[src/rtl/core/i2p_pkg.sv]
// ----------------------------------------------------------------------------
// i2p_pkg
// shared types, codes and helper functions of the infix to postfix converter
// ----------------------------------------------------------------------------
`default_nettype none

package i2p_pkg;

   localparam int STACK_DEPTH_DEF = 32;
   localparam int QUEUE_DEPTH     = 2;

   localparam int FUNC_W     = 3;
   localparam int OP_W       = 3;
   localparam int REF_W      = 32;
   localparam int KIND_W     = 2;
   localparam int REQ_DATA_W = 40;
   localparam int RSP_DATA_W = 40;

   // token kinds on the request side
   localparam logic [FUNC_W-1:0] FUNC_OPND = 3'd0;
   localparam logic [FUNC_W-1:0] FUNC_OPER = 3'd1;
   localparam logic [FUNC_W-1:0] FUNC_LBR  = 3'd2;
   localparam logic [FUNC_W-1:0] FUNC_RBR  = 3'd3;
   localparam logic [FUNC_W-1:0] FUNC_END  = 3'd4;

   // operator codes, also the stack entry codes
   localparam logic [OP_W-1:0] OP_PLUS   = 3'd0;
   localparam logic [OP_W-1:0] OP_MINUS  = 3'd1;
   localparam logic [OP_W-1:0] OP_TIMES  = 3'd2;
   localparam logic [OP_W-1:0] OP_DIVIDE = 3'd3;
   localparam logic [OP_W-1:0] OP_POWER  = 3'd4;
   localparam logic [OP_W-1:0] OP_NEG    = 3'd5;
   localparam logic [OP_W-1:0] OP_LBR    = 3'd6;

   // result kinds
   localparam logic [KIND_W-1:0] KIND_OPND = 2'd0;
   localparam logic [KIND_W-1:0] KIND_OPER = 2'd1;
   localparam logic [KIND_W-1:0] KIND_DONE = 2'd2;
   localparam logic [KIND_W-1:0] KIND_ERR  = 2'd3;

   localparam logic [1:0] PRIO_LOW  = 2'd0;
   localparam logic [1:0] PRIO_MID  = 2'd1;
   localparam logic [1:0] PRIO_HIGH = 2'd2;

   typedef enum logic [2:0] {
      CMD_OPND = 3'd0,
      CMD_OPER = 3'd1,
      CMD_LBR  = 3'd2,
      CMD_RBR  = 3'd3,
      CMD_END  = 3'd4
   } cmd_code_type;

   typedef struct packed {
      cmd_code_type     code;
      logic [OP_W-1:0]  op;
      logic [REF_W-1:0] opnd;
   } cmd_type;

   function automatic logic [1:0] prio(input logic [OP_W-1:0] op);
      logic [1:0] p;
      if (op <= OP_MINUS) begin
         p = PRIO_LOW;
      end else if (op <= OP_DIVIDE) begin
         p = PRIO_MID;
      end else begin
         p = PRIO_HIGH;
      end
      return p;
   endfunction

   // true when the stack top has to leave before new_op goes on
   function automatic logic pops(input logic [OP_W-1:0] new_op, input logic [OP_W-1:0] top);
      logic [1:0] p;
      logic [1:0] tp;
      logic       r;
      p  = prio(new_op);
      tp = prio(top);
      if (top == OP_LBR) begin
         r = 1'b0;
      end else if (p == PRIO_HIGH) begin
         r = (p < tp);
      end else begin
         r = (p <= tp);
      end
      return r;
   endfunction

endpackage

`default_nettype wire

[src/rtl/core/infix_to_postfix_converter.sv]
// an operand beat passes through the command queue, the command register and
//   the result register before it shows on rsp; the stack engine runs one
//   command at a time, waiting on its registered memory read after each stack move
// the front end keeps taking beats while the two-entry command queue has room
// reset: synchronous, active high; clears the queue, the stack count, the
//   error flag and the result valid flag; stack memory contents are not cleared
// ----------------------------------------------------------------------------
// infix_to_postfix_converter
// shunting-yard converter: infix tokens in, postfix tokens out
// ----------------------------------------------------------------------------
`default_nettype none

module infix_to_postfix_converter #(
   parameter int STACK_DEPTH = i2p_pkg::STACK_DEPTH_DEF
) (
   input  wire logic                            clock,
   input  wire logic                            reset,
   input  wire logic                            req_tvalid,
   output logic                                 req_tready,
   input  wire logic [i2p_pkg::REQ_DATA_W-1:0]  req_tdata,  // op_symbol, operand_ref
   input  wire logic [i2p_pkg::FUNC_W-1:0]      req_tuser,  // func
   output logic                                 rsp_tvalid,
   input  wire logic                            rsp_tready,
   output logic [i2p_pkg::RSP_DATA_W-1:0]       rsp_tdata,  // out_op, out_ref
   output logic [i2p_pkg::KIND_W-1:0]           rsp_tuser,  // out_kind
   output logic                                 rsp_tlast
);

   i2p_pkg::cmd_type wr_cmd;
   i2p_pkg::cmd_type rd_cmd;
   logic             q_wr_en;
   logic             q_full;
   logic             q_rd_en;
   logic             q_valid;

   i2p_front u_front (
      .clock      (clock),
      .reset      (reset),
      .req_tvalid (req_tvalid),
      .req_tready (req_tready),
      .req_tdata  (req_tdata),
      .req_tuser  (req_tuser),
      .q_full     (q_full),
      .q_wr_en    (q_wr_en),
      .q_wr_data  (wr_cmd)
   );

   i2p_queue u_queue (
      .clock    (clock),
      .reset    (reset),
      .wr_en    (q_wr_en),
      .wr_data  (wr_cmd),
      .full     (q_full),
      .rd_en    (q_rd_en),
      .rd_data  (rd_cmd),
      .rd_valid (q_valid)
   );

   i2p_back #(
      .STACK_DEPTH (STACK_DEPTH)
   ) u_back (
      .clock      (clock),
      .reset      (reset),
      .q_valid    (q_valid),
      .q_data     (rd_cmd),
      .q_rd_en    (q_rd_en),
      .rsp_tvalid (rsp_tvalid),
      .rsp_tready (rsp_tready),
      .rsp_tdata  (rsp_tdata),
      .rsp_tuser  (rsp_tuser),
      .rsp_tlast  (rsp_tlast)
   );

endmodule

`default_nettype wire

[src/rtl/core/i2p_front.sv]
// ----------------------------------------------------------------------------
// i2p_front
// accepts request beats, drops bad tokens, resolves unary minus, and queues
// one command per useful token
// ----------------------------------------------------------------------------
`default_nettype none

module i2p_front (
   input  wire logic                                clock,
   input  wire logic                                reset,
   input  wire logic                                req_tvalid,
   output logic                                     req_tready,
   input  wire logic [i2p_pkg::REQ_DATA_W-1:0]      req_tdata,
   input  wire logic [i2p_pkg::FUNC_W-1:0]          req_tuser,
   input  wire logic                                q_full,
   output logic                                     q_wr_en,
   output i2p_pkg::cmd_type                         q_wr_data
);

   typedef enum logic [4:0] {
      PREV_NONE = 5'b00001,
      PREV_OPND = 5'b00010,
      PREV_OPER = 5'b00100,
      PREV_LBR  = 5'b01000,
      PREV_RBR  = 5'b10000
   } prev_kind_type;

   prev_kind_type prev_ff, prev_in;

   logic [i2p_pkg::FUNC_W-1:0] func;
   logic [i2p_pkg::OP_W-1:0]   sym;
   logic                       tok_ok;
   logic                       take;
   logic                       unary;

   assign func       = req_tuser;
   assign sym        = req_tdata[i2p_pkg::OP_W-1:0];
   assign req_tready = !q_full;
   assign take       = req_tvalid && req_tready;

   // unknown kinds and unknown operators are swallowed
   assign tok_ok = (func <= i2p_pkg::FUNC_END) &&
                   !((func == i2p_pkg::FUNC_OPER) && (sym > i2p_pkg::OP_POWER));

   assign unary = (sym == i2p_pkg::OP_MINUS) &&
                  ((prev_ff == PREV_NONE) || (prev_ff == PREV_LBR) ||
                   (prev_ff == PREV_OPER));

   assign q_wr_en = take && tok_ok;

   always_comb begin
      prev_in          = prev_ff;
      q_wr_data.code   = i2p_pkg::CMD_END;
      q_wr_data.op     = sym;
      q_wr_data.opnd   = req_tdata[i2p_pkg::OP_W +: i2p_pkg::REF_W];
      unique case (func)
         i2p_pkg::FUNC_OPND: begin
            q_wr_data.code = i2p_pkg::CMD_OPND;
            prev_in        = PREV_OPND;
         end
         i2p_pkg::FUNC_OPER: begin
            q_wr_data.code = i2p_pkg::CMD_OPER;
            q_wr_data.op   = unary ? i2p_pkg::OP_NEG : sym;
            prev_in        = PREV_OPER;
         end
         i2p_pkg::FUNC_LBR: begin
            q_wr_data.code = i2p_pkg::CMD_LBR;
            prev_in        = PREV_LBR;
         end
         i2p_pkg::FUNC_RBR: begin
            q_wr_data.code = i2p_pkg::CMD_RBR;
            prev_in        = PREV_RBR;
         end
         default: begin
            q_wr_data.code = i2p_pkg::CMD_END;
            prev_in        = PREV_NONE;
         end
      endcase
   end

   always_ff @(posedge clock) begin
      if (reset) begin
         prev_ff <= PREV_NONE;
      end else if (q_wr_en) begin
         prev_ff <= prev_in;
      end
   end

endmodule

`default_nettype wire

[src/rtl/core/i2p_queue.sv]
// ----------------------------------------------------------------------------
// i2p_queue
// short command queue between the token front end and the stack engine
// ----------------------------------------------------------------------------
`default_nettype none

module i2p_queue (
   input  wire logic             clock,
   input  wire logic             reset,
   input  wire logic             wr_en,
   input  wire i2p_pkg::cmd_type wr_data,
   output logic                  full,
   input  wire logic             rd_en,
   output i2p_pkg::cmd_type      rd_data,
   output logic                  rd_valid
);

   localparam int PTR_W = (i2p_pkg::QUEUE_DEPTH > 1) ? $clog2(i2p_pkg::QUEUE_DEPTH) : 1;
   localparam int CNT_W = $clog2(i2p_pkg::QUEUE_DEPTH + 1);

   i2p_pkg::cmd_type entry_ff [i2p_pkg::QUEUE_DEPTH];

   logic [PTR_W-1:0] wr_ptr_ff, wr_ptr_in;
   logic [PTR_W-1:0] rd_ptr_ff, rd_ptr_in;
   logic [CNT_W-1:0] fill_ff, fill_in;
   logic             do_wr;
   logic             do_rd;

   assign full     = (fill_ff == CNT_W'(i2p_pkg::QUEUE_DEPTH));
   assign rd_valid = (fill_ff != '0);
   assign rd_data  = entry_ff[rd_ptr_ff];
   assign do_wr    = wr_en && !full;
   assign do_rd    = rd_en && rd_valid;

   always_comb begin
      wr_ptr_in = wr_ptr_ff;
      rd_ptr_in = rd_ptr_ff;
      fill_in   = fill_ff;
      if (do_wr) begin
         wr_ptr_in = (wr_ptr_ff == PTR_W'(i2p_pkg::QUEUE_DEPTH - 1)) ? '0
                                                                     : wr_ptr_ff + PTR_W'(1);
      end
      if (do_rd) begin
         rd_ptr_in = (rd_ptr_ff == PTR_W'(i2p_pkg::QUEUE_DEPTH - 1)) ? '0
                                                                     : rd_ptr_ff + PTR_W'(1);
      end
      if (do_wr && !do_rd) begin
         fill_in = fill_ff + CNT_W'(1);
      end else if (do_rd && !do_wr) begin
         fill_in = fill_ff - CNT_W'(1);
      end
   end

   always_ff @(posedge clock) begin
      if (reset) begin
         wr_ptr_ff <= '0;
         rd_ptr_ff <= '0;
         fill_ff   <= '0;
      end else begin
         wr_ptr_ff <= wr_ptr_in;
         rd_ptr_ff <= rd_ptr_in;
         fill_ff   <= fill_in;
      end
   end

   always_ff @(posedge clock) begin
      if (do_wr) begin
         entry_ff[wr_ptr_ff] <= wr_data;
      end
   end

endmodule

`default_nettype wire

[src/rtl/core/i2p_back.sv]
// ----------------------------------------------------------------------------
// i2p_back
// operator stack engine: runs one queued command a step at a time and
// drives the result register
// ----------------------------------------------------------------------------
`default_nettype none

module i2p_back #(
   parameter int STACK_DEPTH = i2p_pkg::STACK_DEPTH_DEF
) (
   input  wire logic                            clock,
   input  wire logic                            reset,
   input  wire logic                            q_valid,
   input  wire i2p_pkg::cmd_type                q_data,
   output logic                                 q_rd_en,
   output logic                                 rsp_tvalid,
   input  wire logic                            rsp_tready,
   output logic [i2p_pkg::RSP_DATA_W-1:0]       rsp_tdata,
   output logic [i2p_pkg::KIND_W-1:0]           rsp_tuser,
   output logic                                 rsp_tlast
);

   localparam int CNT_W  = $clog2(STACK_DEPTH + 1);
   localparam int ADDR_W = $clog2(STACK_DEPTH);

   typedef enum logic [1:0] {
      ST_IDLE = 2'b01,
      ST_RUN  = 2'b10
   } state_type;

   state_type state_ff, state_in;

   i2p_pkg::cmd_type cur_ff, cur_in;

   // top of stack lives in a register, the entries below it in memory
   logic [i2p_pkg::OP_W-1:0] stack_mem [STACK_DEPTH];

   logic [CNT_W-1:0]          count_ff, count_in;
   logic [i2p_pkg::OP_W-1:0]  top_ff, top_in;
   logic [i2p_pkg::OP_W-1:0]  rd_q_ff;
   logic                      rd_ok_ff, rd_ok_in;
   logic                      err_ff, err_in;

   logic                      out_valid_ff, out_valid_in;
   logic [i2p_pkg::KIND_W-1:0] out_kind_ff, out_kind_in;
   logic [i2p_pkg::OP_W-1:0]  out_op_ff, out_op_in;
   logic [i2p_pkg::REF_W-1:0] out_ref_ff, out_ref_in;
   logic                      out_last_ff, out_last_in;

   logic                      slot_free;
   logic                      have;
   logic                      two;
   logic                      full;
   logic                      top_lbr;
   logic                      oper_pop;
   logic                      oper_more;
   logic                      rbr_last;
   logic                      emit;
   logic [i2p_pkg::KIND_W-1:0] e_kind;
   logic [i2p_pkg::OP_W-1:0]  e_op;
   logic [i2p_pkg::REF_W-1:0] e_ref;
   logic                      e_last;
   logic                      do_pop;
   logic                      do_push;
   logic [i2p_pkg::OP_W-1:0]  push_val;
   logic                      clear;
   logic                      finish;
   logic                      mem_we;
   logic [CNT_W-1:0]          cnt_m1;
   logic [CNT_W-1:0]          cnt_m2;
   logic [ADDR_W-1:0]         wr_addr;
   logic [ADDR_W-1:0]         rd_addr;

   assign slot_free = !out_valid_ff || rsp_tready;
   assign have      = (count_ff != '0);
   assign two       = (count_ff > CNT_W'(1));
   assign full      = (count_ff == CNT_W'(STACK_DEPTH));
   assign top_lbr   = (top_ff == i2p_pkg::OP_LBR);
   assign oper_pop  = have && i2p_pkg::pops(cur_ff.op, top_ff);
   // a further pop follows only if the entry below the top also leaves
   assign oper_more = two && i2p_pkg::pops(cur_ff.op, rd_q_ff);
   assign rbr_last  = two && (rd_q_ff == i2p_pkg::OP_LBR);

   assign cnt_m1  = count_ff - CNT_W'(1);
   assign cnt_m2  = count_ff - CNT_W'(2);
   assign wr_addr = cnt_m1[ADDR_W-1:0];
   assign rd_addr = cnt_m2[ADDR_W-1:0];

   always_comb begin
      state_in = state_ff;
      cur_in   = cur_ff;
      q_rd_en  = 1'b0;
      emit     = 1'b0;
      e_kind   = i2p_pkg::KIND_OPND;
      e_op     = i2p_pkg::OP_PLUS;
      e_ref    = '0;
      e_last   = 1'b0;
      do_pop   = 1'b0;
      do_push  = 1'b0;
      push_val = cur_ff.op;
      clear    = 1'b0;
      finish   = 1'b0;
      err_in   = err_ff;

      unique case (state_ff)
         ST_IDLE: begin
            q_rd_en = q_valid;
            if (q_valid) begin
               cur_in   = q_data;
               state_in = ST_RUN;
            end
         end
         ST_RUN: begin
            // after every stack move, wait for the registered memory read (rd_ok_ff)
            if (rd_ok_ff) begin
               unique case (cur_ff.code)
                  i2p_pkg::CMD_OPND: begin
                     if (err_ff) begin
                        finish = 1'b1;
                     end else if (slot_free) begin
                        emit   = 1'b1;
                        e_kind = i2p_pkg::KIND_OPND;
                        e_ref  = cur_ff.opnd;
                        e_last = 1'b1;
                        finish = 1'b1;
                     end
                  end
                  i2p_pkg::CMD_OPER, i2p_pkg::CMD_LBR: begin
                     push_val = (cur_ff.code == i2p_pkg::CMD_LBR) ? i2p_pkg::OP_LBR
                                                                  : cur_ff.op;
                     if (err_ff) begin
                        finish = 1'b1;
                     end else if ((cur_ff.code == i2p_pkg::CMD_OPER) && oper_pop) begin
                        if (slot_free) begin
                           emit   = 1'b1;
                           e_kind = i2p_pkg::KIND_OPER;
                           e_op   = top_ff;
                           e_last = !oper_more;
                           do_pop = 1'b1;
                        end
                     end else if (full) begin
                        if (slot_free) begin
                           emit   = 1'b1;
                           e_kind = i2p_pkg::KIND_ERR;
                           e_last = 1'b1;
                           err_in = 1'b1;
                           finish = 1'b1;
                        end
                     end else begin
                        do_push = 1'b1;
                        finish  = 1'b1;
                     end
                  end
                  i2p_pkg::CMD_RBR: begin
                     if (err_ff) begin
                        finish = 1'b1;
                     end else if (!have) begin
                        if (slot_free) begin
                           emit   = 1'b1;
                           e_kind = i2p_pkg::KIND_ERR;
                           e_last = 1'b1;
                           err_in = 1'b1;
                           finish = 1'b1;
                        end
                     end else if (top_lbr) begin
                        do_pop = 1'b1;
                        finish = 1'b1;
                     end else if (slot_free) begin
                        emit   = 1'b1;
                        e_kind = i2p_pkg::KIND_OPER;
                        e_op   = top_ff;
                        e_last = rbr_last;
                        do_pop = 1'b1;
                     end
                  end
                  default: begin
                     // end of expression: flush, then done or error
                     if (slot_free) begin
                        emit = 1'b1;
                        if (err_ff || (have && top_lbr)) begin
                           e_kind = i2p_pkg::KIND_ERR;
                           e_last = 1'b1;
                           clear  = 1'b1;
                           finish = 1'b1;
                        end else if (!have) begin
                           e_kind = i2p_pkg::KIND_DONE;
                           e_last = 1'b1;
                           clear  = 1'b1;
                           finish = 1'b1;
                        end else begin
                           e_kind = i2p_pkg::KIND_OPER;
                           e_op   = top_ff;
                           do_pop = 1'b1;
                        end
                     end
                  end
               endcase
            end
         end
         default: begin
            state_in = ST_IDLE;
         end
      endcase

      if (finish) begin
         state_in = ST_IDLE;
      end
      if (clear) begin
         err_in = 1'b0;
      end
   end

   always_comb begin
      count_in = count_ff;
      top_in   = top_ff;
      priority if (clear) begin
         count_in = '0;
      end else if (do_pop) begin
         count_in = cnt_m1;
         top_in   = rd_q_ff;
      end else if (do_push) begin
         count_in = count_ff + CNT_W'(1);
         top_in   = push_val;
      end
      rd_ok_in = !(clear || do_pop || do_push);
      mem_we = do_push && have;
   end

   always_comb begin
      out_valid_in = out_valid_ff;
      out_kind_in  = out_kind_ff;
      out_op_in    = out_op_ff;
      out_ref_in   = out_ref_ff;
      out_last_in  = out_last_ff;
      if (emit) begin
         out_valid_in = 1'b1;
         out_kind_in  = e_kind;
         out_op_in    = e_op;
         out_ref_in   = e_ref;
         out_last_in  = e_last;
      end else if (rsp_tready) begin
         out_valid_in = 1'b0;
      end
   end

   always_ff @(posedge clock) begin
      if (reset) begin
         state_ff     <= ST_IDLE;
         count_ff     <= '0;
         rd_ok_ff     <= 1'b0;
         err_ff       <= 1'b0;
         out_valid_ff <= 1'b0;
      end else begin
         state_ff     <= state_in;
         count_ff     <= count_in;
         rd_ok_ff     <= rd_ok_in;
         err_ff       <= err_in;
         out_valid_ff <= out_valid_in;
      end
   end

   always_ff @(posedge clock) begin
      cur_ff      <= cur_in;
      top_ff      <= top_in;
      out_kind_ff <= out_kind_in;
      out_op_ff   <= out_op_in;
      out_ref_ff  <= out_ref_in;
      out_last_ff <= out_last_in;
   end

   always_ff @(posedge clock) begin
      if (mem_we) begin
         stack_mem[wr_addr] <= top_ff;
      end
      rd_q_ff <= stack_mem[rd_addr];
   end

   assign rsp_tvalid = out_valid_ff;
   assign rsp_tuser  = out_kind_ff;
   assign rsp_tlast  = out_last_ff;
   assign rsp_tdata  = {{(i2p_pkg::RSP_DATA_W - i2p_pkg::OP_W - i2p_pkg::REF_W){1'b0}},
                        out_ref_ff, out_op_ff};

endmodule

`default_nettype wire

[config.mk]
export PLATFORM = sky130hd
export DESIGN_NAME = infix_to_postfix_converter
export DESIGN_NICKNAME = d
export VERILOG_FILES = /design/src/rtl/core/i2p_pkg.sv /design/src/rtl/core/infix_to_postfix_converter.sv /design/src/rtl/core/i2p_front.sv /design/src/rtl/core/i2p_queue.sv /design/src/rtl/core/i2p_back.sv
export SDC_FILE = /design/constraint.sdc
export NUM_CORES = 1
export LEC_CHECK = 0
export BUFFER_PORTS_ARGS = -buffer_cell sky130_fd_sc_hd__buf_2
export CORE_MARGIN = 2
export CORE_UTILIZATION = 50
export CTS_CLUSTER_DIAMETER = 80
export DETAILED_ROUTE_END_ITERATION = 7
export GPL_TIMING_DRIVEN = 1
export MAX_ROUTING_LAYER = met4
export PLACE_DENSITY = 0.69
export SLEW_MARGIN = 20
export SYNTH_ARGS = -nofsm -noshare
export SYNTH_HDL_FRONTEND = slang
export SYNTH_SLANG_ARGS = --single-unit
[constraint.sdc]
create_clock -name clock -period 5.6 [get_ports clock]
set_input_delay 0.28 -clock clock [delete_from_list [all_inputs] [get_ports clock]]
set_output_delay 0.28 -clock clock [all_outputs]
set_load 0.01 [all_outputs]
Word level (Yosys, flattened, before mapping)

Memories as Yosys holds them, arrays and structs flattened. A register that Yosys moved wholly into a read port is not among the register bits.
Index checks and enable logic that the tools add are counted.
W data, S select, Z words.

Add/sub/neg operators: 7
Equal/unequal tests: 18
Multiplexer cells: 114
$lt $le $gt $ge: 13
Bitwise logic cells: 5
Reduce and logical (&&, ||, !) cells: 46

Operator list:

| cell                  | count |
|---|---|
| $mux W1               | 66 |
| $mux W3               | 17 |
| $mux W2               | 19 |
| $pmux W5 S4           | 1 |
| $logic_and A1 B1 Y1   | 15 |
| $eq A3 B2 Y1 const B  | 4 |
| $mux W6               | 2 |
| $pmux W1 S3           | 4 |
| $pmux W3 S4           | 1 |
| $reduce_bool A2 Y1    | 5 |
| $eq A3 B1 Y1 const B  | 3 |
| $le A3 B1 Y1 const B  | 3 |
| $le A3 B2 Y1 const B  | 3 |
| $pmux W3 S3           | 1 |
| $reduce_and A2 Y1     | 4 |
| $logic_not A1 Y1      | 7 |
| $add A6 B1 Y6 const B | 1 |
| $eq A2 B2 Y1 const B  | 3 |
| $eq A3 B3 Y1 const B  | 2 |
| $eq A6 B6 Y1 const B  | 1 |
| $gt A6 B1 Y1 const B  | 1 |
| $logic_not A3 Y1      | 2 |
| $logic_or A1 B1 Y1    | 6 |
| $pmux W2 S3           | 1 |
| other kinds (22)      | 31 |

Memories kept: 2
Logic and storage cells: 219
Bits in registers: 61
Memory bits (writable): 172
Input bits: 47

Memories:

| name             | words | width | rd ports | clocked after Yosys merged registers in | write ports | RTL line        | RTL |
|---|---|---|---|---|---|---|---|
| u_back.stack_mem | 32    | 3     | 1        | 1                                       | 1           | i2p_back.sv:36  | `logic [i2p_pkg::OP_W-1:0] stack_mem [STACK_DEPTH];` |
| u_queue.entry_ff | 2     | 38    | 1        | 1                                       | 1           | i2p_queue.sv:21 | `i2p_pkg::cmd_type entry_ff [i2p_pkg::QUEUE_DEPTH];` |

Logic depth before layout (Yosys ltp)

Gate-level depths: netlist of the first run.

Depth in word-level cells: 16
Depth in mapped cells: 11
Depth with buffers taken out: 8

Hierarchy

A second synthesis of the first run with hierarchy kept.

Cell total of the unflattened synthesis: 694
Area, all modules: 11354.6 µm²

By module, submodules not included:

| module    | times used | area an instance (µm²) | seq. area each (µm²) | cells each |
|---|---|---|---|---|
| i2p_back  | 1          | 7827.5                 | 5535.3               | 478 |
| i2p_queue | 1          | 2957.8                 | 2382.3               | 143 |
| i2p_front | 1          | 569.3                  | 100.1                | 73 |

Worst setup path after synthesis of the first run

No wires, ideal clock.

Path kind: register to register
Start point: reg u_back.count_ff[1]
End point: reg u_back.out_op_ff[0] (netlist name), enable pin
Arrival: 3.302 ns
Period minus slack after synthesis: 3.918 ns
Slack: 1.682 ns
Library setup time: 0.616 ns
Stages on the path, launching flop included: 11
Path buffers: 2
Cells stage by stage: dfxtp_1 -> clkbuf_1 -> buf_1 -> inv_1 -> ha_1 -> or4b_4 -> o21ai_4 -> nor2_1 -> o21a_1 -> o21ai_0 -> nand3_1

Word-level cells in the longest chain between the ends: 8

Ends and longest elaborated chain:

| element                | RTL line        | RTL |
|---|---|---|
| from (decl)            | i2p_back.sv:38  | `logic [CNT_W-1:0] count_ff, count_in;` |
| from (signal assigned) | i2p_back.sv:255 | `count_ff <= count_in;` |
| $reduce_bool A6 Y1     | i2p_back.sv:75  | `assign have = (count_ff != '0);` |
| $logic_and A1 B1 Y1    | i2p_back.sv:79  | `assign oper_pop = have && i2p_pkg::pops(cur_ff.op, top_ff);` |
| $logic_and A1 B1 Y1    | i2p_back.sv:133 | `end else if ((cur_ff.code == i2p_pkg::CMD_OPER) && oper_pop) begin` |
| $mux W1                | i2p_back.sv:133 |  |
| $mux W1                | i2p_back.sv:131 | `if (err_ff) begin` |
| $pmux W1 S3 *          | i2p_back.sv:116 | `unique case (cur_ff.code)` |
| $mux W1 *              | i2p_back.sv:115 | `if (rd_ok_ff) begin` |
| $mux W1 *              | i2p_back.sv:105 | `unique case (state_ff)` |
| net u_back.emit        | i2p_back.sv:58  | `logic emit;` |
| to (signal assigned)   | i2p_back.sv:266 | `out_op_ff <= out_op_in;` |
| to (decl)              | i2p_back.sv:46  | `logic [i2p_pkg::OP_W-1:0] out_op_ff, out_op_in;` |

Mark *: on every way through the listed nets, which the timed path passes. The rest lies on a longest branch.
A chain may end at the register's enable or synchronous reset.

Final worst setup path of the first run

Start point: reg u_back.count_ff[0]
End point: mem u_back.stack_mem[26][2] (netlist name), enable pin

Word-level cells in the longest chain between the ends: 11

Ends and longest elaborated chain:

| element                       | RTL line        | RTL |
|---|---|---|
| $reduce_bool A6 Y1            | i2p_back.sv:75  |  |
| $logic_and A1 B1 Y1           | i2p_back.sv:79  |  |
| $logic_and A1 B1 Y1           | i2p_back.sv:133 |  |
| $mux W1                       | i2p_back.sv:133 |  |
| $mux W1                       | i2p_back.sv:131 |  |
| $mux W1                       | i2p_back.sv:116 |  |
| $mux W1                       | i2p_back.sv:115 |  |
| $mux W1                       | i2p_back.sv:105 |  |
| $logic_and A1 B1 Y1           | i2p_back.sv:226 | `mem_we = do_push && have;` |
| $mux W1                       | i2p_back.sv:272 | `if (mem_we) begin` |
| $mux W1 (not written as such) | i2p_back.sv:273 | `stack_mem[wr_addr] <= top_ff;` |
| to (decl)                     | i2p_back.sv:36  |  |

Parallel ways exist; a longest one is shown, timed or not.

==> run summary, run 1 <==
RUN STATUS
----------------------------------------------------------------------------------------
Run status                                                                  finished, final reports clean

SYNTHESIS
----------------------------------------------------------------------------------------
Number of enable-type register cells in the synthesized netlist                      251
Yosys top cell by area                                                          edfxtp_1
Number of warnings issued by yosys                                                     0
Top flip-flop cell by instance count after synthesis                            edfxtp_1
Sequential share of the synthesized area                                          71.97%
Netlist area before placement                                                  11110 µm²
Mean post-synth cell area                                                      16.49 µm²
Number of different library cells in the post-synthesis netlist                       60
Cells taking the most area after synthesis                                  edfxtp_1, mux4_2, mux2_2
Top cell type's share of synthesized area                                         67.82%
Async S/R FF share, synth                                                             0%
Post-Synthesis Cells                                                                 674
Post-synthesis sequential element count                                              274

TIMING
----------------------------------------------------------------------------------------
Total negative slack                                                                0 ns
RSZ-0062 raised after global routing                                               false
Final Hold Viols                                                                       0
Maximum frequency from static timing analysis                                  273.2 MHz
Final slew viol count                                                                  0
Fin crit period                                                                 3.660 ns
Count of final setup violators                                                         0
Portion of the clock cycle consumed by the worst path in the final layout         65.35%
Worst rel slew slack                                                              52.02%
Layout Skew                                                                  0.009934 ns
Slew @ Worst Pin                                                               0.7146 ns

POWER
----------------------------------------------------------------------------------------
Static leakage                                                                  4.390 nW
PwrDens                                                                     375.7 nW/µm²
Combinational Power Share                                                          13.6%
Switching share of power                                                          24.33%
Internal power                                                                0.003699 W
Clock share of power                                                               33.7%
Sequential Power Share                                                             52.7%
Max IR drop VDD                                                                0.2953 mV
Switching component of the power                                              0.001189 W

CLOCK TREE
----------------------------------------------------------------------------------------
Cell chosen for the clock root                                                 clkbuf_16
Clock transition at path regs                                                    0.06 ns
Buffer count from post-CTS setup fixing                                                0
CTS Buf Count                                                                         27
Post-cts gate resize count                                                             0
Bufs on Longest Clock Path                                                             3
H-tree levels                                                                          1
Clock tree from TritonCTS                                                          built
Clock latency on the worst-skew pair                                             0.53 ns
Sinks on Clock Net                                                                   274

CRITICAL PATH
----------------------------------------------------------------------------------------
Startpoint Class                                                               flip-flop
Length in cells of the worst reg-to-reg path                                           9
Reg2reg setup slack                                                              1.94 ns
Crit path depth                                                                        9
End of the critical path                                                    u_back.stack_mem[26][2]
Worst Setup Path Type                                                            reg2reg
Arrival time of data at the critical path endpoint                               3.86 ns
Capturing element type of the critical path                                    flip-flop
Largest stage delay, worst path                                                  0.56 ns
Reg-to-reg critical path startpoint                                         u_back.count_ff[0]
Worst setup startpoint                                                      u_back.count_ff[0]
Worst r2r dst                                                               u_back.stack_mem[26][2]
Kind of cell adding the most delay to the critical path                     simple AND/OR/NAND/NOR gates
Data required time of the critical path                                          5.80 ns
CP max FO                                                                             33
Cell type of the slowest stage on the worst timing path                           or4b_4
Chain of cells forming the critical path                                    buf_4 -> inv_1 -> ha_1 -> or4b_4 -> o21ai_4 -> o21a_4 -> and2_0 -> nand3_4 -> nor2_1
Buffers and inverters on the worst path                                                2

FINAL LAYOUT
----------------------------------------------------------------------------------------
Register area                                                                   7999 µm²
Post-Layout Cell Count                                                              1097
Total Nets Final                                                                     857
Post-synthesis to final-layout area growth                                        17.08%
Area of the multi-input gates                                                   2929 µm²
Share of layout cells above drive strength 1                                      27.08%
Count of filler cells inserted in the layout                                        1586

ROUTE
----------------------------------------------------------------------------------------
Vias/cell                                                                          5.592
Number of DRC markers in iteration 0                                                 530
Antenna-violating nets left                                                            0
DRT Pass-1 Iters                                                                       5
Routed wire per std cell                                                        19.36 µm
Number of design rule violations left after detail routing                             0
Total number of vias                                                                6134
Total Wirelength                                                                21.24 mm

GLOBAL ROUTE
----------------------------------------------------------------------------------------
Number of antenna violations at the first check in global routing                      1
Pin count of the biggest net entering global routing                                  40
Number of global-route vias before repair                                           6371
GR Util All Layers                                                                18.69%
Total congestion overflow                                                              0
Wire length of the first global-routing pass                                    33.58 mm

PLACEMENT
----------------------------------------------------------------------------------------
Placed cell count                                                                   1011
Buffers on Ports                                                                      81
Half-perimeter wire length after detailed placement                             13.26 mm
Final weighted congestion in routability-driven placement                         0.8588

FLOORPLAN
----------------------------------------------------------------------------------------
Chip height                                                                     153.1 µm
Die span in x                                                                   153.1 µm
Core area                                                                      21820 µm²
Row count                                                                             54
Starting density of the core                                                      50.92%
Die area                                                                       23440 µm²
Boundary pin count                                                                    92

RUN
----------------------------------------------------------------------------------------
Number of max-cap violations                                                           0

MIN PATH
----------------------------------------------------------------------------------------
Worst Hold Class                                                                  in2reg

-- logic make-up (layout without fill, tap and decap cells) --
group                      after synthesis  after routing  synth area share (%)
muxes                                   75             75                 10.63
adders and majority gates               12             12                 1.351
and+or+nand+nor                        185            185                 8.895
DFF                                    274            274                 71.97
other                                    1              6               0.03374
xor gates and xnor gates                11             11                0.8669
buffers and inverters                   50            188                 2.060
AOI/OAI and AO/OA                       66             66                 4.200
-- state kept, by name, summed over array words and instances, names as in the netlist, 2 cells and up --
name / count
u_back.count_ff: 6
u_back.out_op_ff: 3
u_back.top_ff: 3
u_queue.fill_ff: 2
u_back.rd_q_ff: 3
u_front.prev_ff: 5
u_back.state_ff: 2
u_queue.entry_ff: 76
u_back.rsp_tuser: 2
u_back.cur_ff: 38
u_back.out_ref_ff: 32
u_back.stack_mem: 96
-- final cells by class --
type,count,area share [%]
well taps,280,2.693
clock inverters,13,0.7116
inverters,14,0.4039
multi-input cells,354,22.51
diodes,1,0.01923
flip-flops and latches,274,61.48
clock buffers,34,5.395
repair buffers,127,6.789
-- cells in the mapped netlist, drive strengths merged, types with 2 or more instances --
cell,count
inv,14
nand2b,6
or2,2
a21oi,16
a32oi,2
a221oi,2
xnor2,6
dfxtp,23
clkbuf,20
nor4,4
mux2,44
edfxtp,251
and3,34
buf,16
ha,12
xor2,5
nor2,56
and2,6
nand3,18
a31oi,3
nor2b,5
nand3b,3
o2111ai,4
o211a,2
nor3b,2
o22ai,4
o211ai,4
nor4b,2
o21a,5
o21bai,2
nand2,27
mux4,30
o21ai,15
nor3,15
-- repair_timing --
item | CTS | global route
hold buffers | 34 | 0
hold endpoints to repair | 68 | 0
endpoints found under the setup margin | 0 | 0
-- metrics by stage --
stage	worst slack (ns)	total power (W)	instance area [µm²]	util (%)	hold slack, ns
after detailed placement	1.915	0.003249	11800	54.05	0.4714
after global placement	2.028	0.003221	11800	54.05	0.4427
after global routing	1.638	0.005083	13010	59.62	0.05455
final	1.940	0.004888	13010	59.62	0.05008
after floorplan	1.682	0.003065	11130	-	0.3789
after CTS	1.899	0.004905	12930	59.25	0.04267
-- placed cells by master, fill, tap and decap left out, drive strengths merged, types with 3 or more instances in the layout --
cell type and n:
a21oi 16, a31oi 3, and2 6, and3 34, buf 93, clkbuf 34
clkinv 10, conb 5, dfxtp 23, dlygate4sd3 34, edfxtp 251, ha 12
inv 15, mux2 44, mux4 30, nand2 27, nand2b 6, nand3 18
nand3b 3, nor2 56, nor2b 5, nor3 15, nor4 4, o2111ai 4
o211ai 4, o21a 5, o21ai 15, o22ai 4, xnor2 6, xor2 5
-- power groups by stage --
| stage | Combinational, W | Clock [W] | Sequential, W |
|---|---|---|---|
| global placement | 0.000613 | 0 | 0.00261 |
| floorplan | 0.000469 | 0 | 0.00260 |
| CTS | 0.000656 | 0.00167 | 0.00258 |
| finish | 0.000664 | 0.00165 | 0.00258 |
| detailed placement | 0.000631 | 0 | 0.00262 |
| global route | 0.000730 | 0.00176 | 0.00260 |
-- worst min-delay path by stage --
stage	from	endpoint	slack, ns	cells past startpoint
global route	reset	u_queue.fill_ff[0]	0.05	2
finish	reset	u_queue.fill_ff[1]	0.05	2
CTS	req_tuser[2]	u_queue.entry_ff[0][37]	0.04	1
detailed placement	req_tdata[19]	u_queue.entry_ff[1][16]	0.47	1
global placement	u_front.prev_ff[4]	u_front.prev_ff[4]	0.44	2
floorplan	req_tdata[3]	u_queue.entry_ff[0][0]	0.38	0
-- layer usage --
| layer | vias up | global-route usage (%) | wire [µm] |
|---|---|---|---|
| met5 | - | - | 0 |
| met4 | 0 | 6.746 | 592 |
| met3 | 47 | 3.941 | 1349 |
| met2 | 194 | 31.31 | 10810 |
| met1 | 3044 | 22.58 | 8487 |
| li1 | 2849 | - | - |
Note: power is estimated with default switching activity, not from simulation.
==> inputs of run 2 (changes only) <==
- ABC_AREA: unset -> 1
- clock period: 5.6 -> 3.55 ns (I/O delays scaled with it)
==> run summary, run 2 <==
RUN STATUS
----------------------------------------------------------------------------------------
Run status                                                                  finished, final reports clean   unchanged

TIMING
----------------------------------------------------------------------------------------
RSZ-0062 raised after global routing                                               false   unchanged
Portion of the clock cycle consumed by the worst path in the final layout         74.73%   was 65.35%
Count of final setup violators                                                         0   unchanged
Maximum frequency from static timing analysis                                  377.0 MHz   was 273.2 MHz
Final slew viol count                                                                  0   unchanged
Fin worst setup slack                                                          0.8972 ns   was 1.940 ns
Worst rel slew slack                                                              55.44%   was 52.02%
Layout Skew                                                                   0.01564 ns   was 0.009934 ns
Slew @ Worst Pin                                                               0.6623 ns   was 0.7146 ns
Fin crit period                                                                 2.653 ns   was 3.660 ns
Total negative slack                                                                0 ns   unchanged
Final Hold Viols                                                                       0   unchanged

CRITICAL PATH
----------------------------------------------------------------------------------------
Cell type of the slowest stage on the worst timing path                          nand2_2   was or4b_4
Kind of cell adding the most delay to the critical path                     simple AND/OR/NAND/NOR gates   unchanged
Chain of cells forming the critical path                                    nand2_1 -> nand2_1 -> nor4_1 -> nand2_1 -> buf_4 -> o21ai_0 -> inv_1 -> nand2_2 -> buf_4   was buf_4 -> inv_1 -> ha_1 -> or4b_4 -> o21ai_4 -> o21a_4 -> and2_0 -> nand3_4 -> nor2_1
Data required time of the critical path                                          3.80 ns   was 5.80 ns
Worst Setup Path Type                                                            reg2reg   unchanged
Startpoint Class                                                               flip-flop   unchanged
Largest stage delay, worst path                                                  0.48 ns   was 0.56 ns
Arrival time of data at the critical path endpoint                               2.90 ns   was 3.86 ns
Most common cell on crit path                                                    nand2_1
CP max FO                                                                             33   unchanged
Capturing element type of the critical path                                    flip-flop   unchanged
Buffers and inverters on the worst path                                                3   was 2

CLOCK TREE
----------------------------------------------------------------------------------------
Cell chosen for the clock root                                                 clkbuf_16   unchanged
Clock latency on the worst-skew pair                                             0.54 ns   was 0.53 ns
Clock transition at path regs                                                    0.06 ns   about the same
Bufs on Longest Clock Path                                                             3   unchanged
Sinks on Clock Net                                                                   274   unchanged
Clock tree from TritonCTS                                                          built   unchanged
CTS Buf Count                                                                         27   unchanged
H-tree levels                                                                          1   unchanged

PLACEMENT
----------------------------------------------------------------------------------------
Half-perimeter wire length after detailed placement                             13.56 mm   was 13.26 mm
Setup slack after placement                                                    0.9253 ns   was 1.915 ns
Final weighted congestion in routability-driven placement                         0.8238   was 0.8588
Buffers on Ports                                                                      81   unchanged

SYNTHESIS
----------------------------------------------------------------------------------------
Sequential share of the synthesized area                                          71.41%   was 71.97%
Share of the synthesized netlist area taken by xor and xnor gates                0.6256%   was 0.8669%
Compound-gate portion of the synthesized area                                     6.357%   was 4.200%
Yosys top cell by area                                                          edfxtp_1   unchanged
Post-Synthesis Cells                                                                 957   was 674
Post-synthesis sequential element count                                              274   unchanged
Number of different library cells in the post-synthesis netlist                       43   was 60
Cells taking the most area after synthesis                                  edfxtp_1, nand2_1, nor2_1   was edfxtp_1, mux4_2, mux2_2
Number of enable-type register cells in the synthesized netlist                      251   unchanged
Combinational family with the most area after synthesis                     simple AND/OR/NAND/NOR gates   was multiplexers
Simple-gate portion of the synthesized area                                       15.71%   was 8.894%
Number of warnings issued by yosys                                                     0   unchanged
Adder and majority cell fraction of the synthesized area                          1.341%   was 1.351%
Most frequent cells after synthesis                                         edfxtp_1, nand2_1, nor2_1   was edfxtp_1, nor2_1, mux2_2
Mean post-synth cell area                                                      11.70 µm²   was 16.49 µm²
Multiplexer share of the synthesized area                                             0%   was 10.63%
Top cell type's share of synthesized area                                         67.30%   was 67.82%
Netlist area before placement                                                  11200 µm²   was 11110 µm²
Most instantiated library cell after synthesis                                  edfxtp_1   unchanged
Top flip-flop cell by instance count after synthesis                            edfxtp_1   unchanged
Async S/R FF share, synth                                                             0%   unchanged

FINAL LAYOUT
----------------------------------------------------------------------------------------
Post-synthesis to final-layout area growth                                        17.29%   was 17.08%
Count of filler cells inserted in the layout                                        1714   was 1586
Commonest cells after routing, fill and taps aside                          edfxtp_1, nand2_1, nor2_1   was edfxtp_1, buf_2, nor2_1
Largest registers in the final layout                                       u_back.stack_mem x96, u_queue.entry_ff x76, u_back.cur_ff x38   unchanged
Number of flip-flops in the largest register                                          96   unchanged
Final antenna diode count                                                              0   was 1
Share of layout cells above drive strength 1                                      14.38%   was 27.08%
Leading cell type in the layout, fill and taps excluded                         edfxtp_1   unchanged
Total Nets Final                                                                    1146   was 857
Register name with the most flops                                           u_back.stack_mem   unchanged

ROUTE
----------------------------------------------------------------------------------------
Number of DRC markers in iteration 0                                                 374   was 530
Total number of vias                                                                7092   was 6134
DRT Pass-1 Iters                                                                       5   unchanged
Total Wirelength                                                                21.84 mm   was 21.24 mm
Antenna-violating nets left                                                            0   unchanged
Vias/cell                                                                          5.117   was 5.592
Routed wire per std cell                                                        15.76 µm   was 19.36 µm
Number of design rule violations left after detail routing                             0   unchanged

POWER
----------------------------------------------------------------------------------------
Max IR drop VDD                                                                0.5337 mV   was 0.2953 mV
PwrDens                                                                     604.0 nW/µm²   was 375.7 nW/µm²
Static leakage                                                                  5.101 nW   was 4.390 nW

FLOORPLAN
----------------------------------------------------------------------------------------
Starting density of the core                                                      51.16%   was 50.92%
Core area                                                                      21890 µm²   was 21820 µm²
Row count                                                                             54   unchanged
Boundary pin count                                                                    92   unchanged
Die span in x                                                                   153.7 µm   was 153.1 µm
Chip height                                                                     153.7 µm   was 153.1 µm
Die area                                                                       23610 µm²   was 23440 µm²

GLOBAL ROUTE
----------------------------------------------------------------------------------------
Number of antenna violations at the first check in global routing                      0   was 1
Total congestion overflow                                                              0   unchanged
Pin count of the biggest net entering global routing                                  56   was 40
Wire length of the first global-routing pass                                    35.38 mm   was 33.58 mm
Number of global-route vias before repair                                           7185   was 6371
GR Util All Layers                                                                19.38%   was 18.69%

RUN
----------------------------------------------------------------------------------------
Number of max-cap violations                                                           0   unchanged

MIN PATH
----------------------------------------------------------------------------------------
Worst Hold Class                                                                  in2reg   unchanged

[run 2: through the flow]
stage	total power [W]	instances	cell area [µm²]	utilization [%]	hold slack [ns]
2_1_floorplan	0.004975	961	11210	-	0.2466
3_3_place_gp	0.005283	1299	11930	54.51	0.3648
3_5_place_dp	0.005322	1299	11930	54.51	0.3682
4_1_cts	0.007976	1386	13140	60.01	0.01273
5_1_grt	0.008319	1386	13140	60.01	0.05626
6_report	0.007934	1386	13140	60.01	0.02698
[run 2: path summary, 6_finish.rpt]
path | start | endpoint | slack [ns] | cells after the start
setup / recovery | u_back.rsp_tvalid | u_back.out_ref_ff[13] | 0.90 | 9
hold / removal | req_tuser[1] | u_queue.entry_ff[0][36] | 0.03 | 3
setup reg to reg | u_back.rsp_tvalid | u_back.out_ref_ff[13] | 0.90 | 9
hold reg to reg | u_front.prev_ff[4] | u_front.prev_ff[4] | 0.47 | 2
[run 2: final cells by class]
class                           count  area, µm²  area share (%)
Clock inverter                     13      107.6          0.8191
Sequential cell                   274       7998           60.88
Tap cell                          280      350.3           2.667
Timing Repair Buffer              137      923.4           7.029
Inverter                           85      324.1           2.467
Multi-Input combinational cell    562       2728           20.76
Clock buffer                       35      705.7           5.372
[run 2: power by group]
| part | switching (W) | total (W) | internal [W] |
|---|---|---|---|
| Clock | 0.00116 | 0.00264 | 0.00148 |
| Combinational | 0.000823 | 0.00117 | 0.000344 |
| Sequential | 0.000116 | 0.00412 | 0.00401 |
[run 2: logic make-up after synthesis]
family / Yosys count
xor+xnor: 8
buf+inv: 125
flops: 274
fa+ha+maj: 12
compound gates: 117
simple gates: 420
other cells: 1
[run 2: worst register-to-register path, delay by kind of cell, from the launching register on]
| family | cells | cell delay, ns |
|---|---|---|
| simple gates | 5 | 1.23 |
| buf+inv | 3 | 0.66 |
| flops | 1 | 0.32 |
| compound gates | 1 | 0.13 |
[run 2: timing repair]
item                                    4_1_cts  5_1_grt
endpoints found under the setup margin        0        0
endpoints found under the hold margin        76        0
hold buffers                                 39        0
resized for setup                             0        0
setup buffers                                 0        0
[run 2: routing by layer]
metal  part of all wire [%]  global-route usage, %
met1                     43                  23.73
met4                    2.7                  6.335
met5                      0                      -
met3                    4.8                  3.072
met2                     50                  33.16
==> inputs of run 3 (changes only) <==
- PLACE_DENSITY: 0.69 -> 0.71
- clock period: 3.55 -> 2.38 ns (I/O delays scaled with it)
==> run summary, run 3 (same netlist as run 2, synthesis figures left out) <==
GLOBAL ROUTE
----------------------------------------------------------------------------------------
Pin count of the biggest net entering global routing                                  55   was 56
GR Util All Layers                                                                19.21%   was 19.38%
Total congestion overflow                                                              0   unchanged
Number of global-route vias before repair                                           7188   was 7185
Number of antenna violations at the first check in global routing                      0   unchanged
Wire length of the first global-routing pass                                    35.11 mm   was 35.38 mm

FINAL LAYOUT
----------------------------------------------------------------------------------------
Commonest cells after routing, fill and taps aside                          edfxtp_1, nand2_1, nor2_1   unchanged
Total Nets Final                                                                    1157   was 1146
Largest registers in the final layout                                       u_back.stack_mem x96, u_queue.entry_ff x76, u_back.cur_ff x38   unchanged
Share of layout cells above drive strength 1                                      18.37%   was 14.38%
Final antenna diode count                                                              0   unchanged
Number of flip-flops in the largest register                                          96   unchanged
Register name with the most flops                                           u_back.stack_mem   unchanged
Register area                                                                   7999 µm²   was 7998 µm²
Area of the multi-input gates                                                   2932 µm²   was 2728 µm²
Count of filler cells inserted in the layout                                        1719   was 1714
Leading cell type in the layout, fill and taps excluded                         edfxtp_1   unchanged
Post-synthesis to final-layout area growth                                        20.01%   was 17.29%
Final core utilization                                                            61.40%   was 60.01%

CLOCK TREE
----------------------------------------------------------------------------------------
Sinks on Clock Net                                                                   274   unchanged
H-tree levels                                                                          1   unchanged
Bufs on Longest Clock Path                                                             3   unchanged
Cell chosen for the clock root                                                 clkbuf_16   unchanged
Clock latency on the worst-skew pair                                             0.53 ns   was 0.54 ns
Clock transition at path regs                                                    0.06 ns   about the same
Clock tree from TritonCTS                                                          built   unchanged
Buffer count from post-CTS setup fixing                                                0   unchanged
CTS Buf Count                                                                         27   unchanged

ROUTE
----------------------------------------------------------------------------------------
Total Wirelength                                                                22.21 mm   was 21.84 mm
Number of design rule violations left after detail routing                             0   unchanged
Number of DRC markers in iteration 0                                                 410   was 374
Total number of vias                                                                7224   was 7092
Vias/cell                                                                          5.175   was 5.117
Antenna-violating nets left                                                            0   unchanged
DRT Pass-1 Iters                                                                       5   unchanged
Routed wire per std cell                                                        15.91 µm   was 15.76 µm

RUN
----------------------------------------------------------------------------------------
Number of max-cap violations                                                           0   unchanged

MIN PATH
----------------------------------------------------------------------------------------
Origin of the worst min-delay path                                            rsp_tready   was req_tuser[1]
Worst Hold Class                                                                  in2reg   unchanged
Number of cells traversed by the worst hold path                                       6   was 3

TIMING
----------------------------------------------------------------------------------------
Count of final setup violators                                                         0   unchanged
Layout Skew                                                                   0.01042 ns   was 0.01564 ns
Fin worst setup slack                                                         0.07615 ns   was 0.8972 ns
Portion of the clock cycle consumed by the worst path in the final layout         96.80%   was 74.73%
Total negative slack                                                                0 ns   unchanged
Final hold slack                                                               0.1107 ns   was 0.02698 ns
RSZ-0062 raised after global routing                                                true   was false
Final Hold Viols                                                                       0   unchanged
Worst rel slew slack                                                              60.47%   was 55.44%
Fin crit period                                                                 2.304 ns   was 2.653 ns
Maximum frequency from static timing analysis                                  434.1 MHz   was 377.0 MHz
Slew @ Worst Pin                                                               0.5923 ns   was 0.6623 ns
Final slew viol count                                                                  0   unchanged

CRITICAL PATH
----------------------------------------------------------------------------------------
Capturing element type of the critical path                                    flip-flop   unchanged
Length in cells of the worst reg-to-reg path                                          11   was 9
Chain of cells forming the critical path                                    inv_1 -> nand3b_1 -> nand2_1 -> nand2_1 -> nor2_1 -> nand3_4 -> inv_2 -> nand2_4 -> inv_8 -> nand2_4 -> nor2_2   was nand2_1 -> nand2_1 -> nor4_1 -> nand2_1 -> buf_4 -> o21ai_0 -> inv_1 -> nand2_2 -> buf_4
Largest stage delay, worst path                                                  0.48 ns   about the same
Kind of cell adding the most delay to the critical path                     simple AND/OR/NAND/NOR gates   unchanged
Arrival time of data at the critical path endpoint                               2.53 ns   was 2.90 ns
Worst Setup Path Type                                                            reg2reg   unchanged
Startpoint Class                                                               flip-flop   unchanged
Cell type of the slowest stage on the worst timing path                         edfxtp_1   was nand2_2
Crit path depth                                                                       11   was 9
Buffers and inverters on the worst path                                                3   unchanged
CP max FO                                                                              8   was 33
Data required time of the critical path                                          2.61 ns   was 3.80 ns
Worst setup startpoint                                                      u_back.cur_ff[37]   was u_back.rsp_tvalid
Reg-to-reg critical path startpoint                                         u_back.cur_ff[37]   was u_back.rsp_tvalid

RUN STATUS
----------------------------------------------------------------------------------------
Run status                                                                  finished, final reports clean   unchanged

PLACEMENT
----------------------------------------------------------------------------------------
Final weighted congestion in routability-driven placement                         0.8380   was 0.8238
Half-perimeter wire length after detailed placement                             13.62 mm   was 13.56 mm
Setup slack after placement                                                   0.07916 ns   was 0.9253 ns
Buffers on Ports                                                                      81   unchanged

FLOORPLAN
----------------------------------------------------------------------------------------
Die area                                                                       23610 µm²   unchanged
Boundary pin count                                                                    92   unchanged
Core area                                                                      21890 µm²   unchanged
Row count                                                                             54   unchanged
Starting density of the core                                                      51.16%   unchanged
Die span in x                                                                   153.7 µm   unchanged
Chip height                                                                     153.7 µm   unchanged

POWER
----------------------------------------------------------------------------------------
Static leakage                                                                  5.160 nW   was 5.101 nW
PwrDens                                                                     877.0 nW/µm²   was 604.0 nW/µm²
Power, Total                                                                   0.01179 W   was 0.007934 W
Max IR drop VDD                                                                0.7709 mV   was 0.5337 mV

[run 3: cell count changes in the layout (fill, tap and decap cells not counted), moves of 4 or more]
| cell | before | now |
|---|---|---|
| buf_4 | 17 | 21 |
| clkbuf_1 | 8 | 2 |
| clkinv_2 | 2 | 8 |
| nor2_1 | 149 | 122 |
| nor2_2 | 1 | 19 |
| nor2_4 | 5 | 14 |
[run 3: area by class of cell]
class / instances / share of cell area [%]
timing repair buffer: 146 / 7.615
tap: 280 / 2.607
clock buffer: 30 / 5.185
sequential: 274 / 59.51
clock inverter: 17 / 0.8378
inverter: 85 / 2.430
multi-input combinational: 564 / 21.81
[run 3: layer usage]
layer  vias up  wire length, µm  track usage, %
li1       3560                -               -
met1      3425             9390           24.02
met2       194            11140           32.59
met3        45             1121           2.875
met4         0              553           6.029
met5         -                0               -
[run 3: worst reg2reg max path, cell delays in order (launching register included)]
cell and delay [ns]:
edfxtp_1 0.48, inv_1 0.19, nand3b_1 0.12, nand2_1 0.15, nand2_1 0.08, nor2_1 0.21, nand3_4 0.13, inv_2 0.10
nand2_4 0.10, inv_8 0.11, nand2_4 0.15, nor2_2 0.20
[run 3: worst paths after layout]
check	endpoint	slack, ns
setup / recovery	u_back.stack_mem[1][0]	0.08
hold / removal	u_back.rsp_tvalid	0.11
setup reg to reg	u_back.stack_mem[1][0]	0.08
hold reg to reg	u_queue.fill_ff[1]	0.48
[run 3: metrics by stage]
step	area, µm²	std cells
2_1_floorplan	11360	961
3_3_place_gp	12140	1305
3_5_place_dp	12140	1305
4_1_cts	13370	1394
5_1_grt	13440	1396
6_report	13440	1396
[run 3: power breakdown]
group	internal [W]	switching [W]	total, W
clock network	0.00220	0.00167	0.00387
registers	0.00598	0.000184	0.00616
logic	0.000533	0.00123	0.00176
[run 3: timing repair]
| item | 4_1_cts | 5_1_grt |
|---|---|---|
| resized for setup | 0 | 10 |
| endpoints found under the hold margin | 82 | 0 |
| hold buffers | 42 | 0 |
| endpoints found under the setup margin | 0 | 100 |
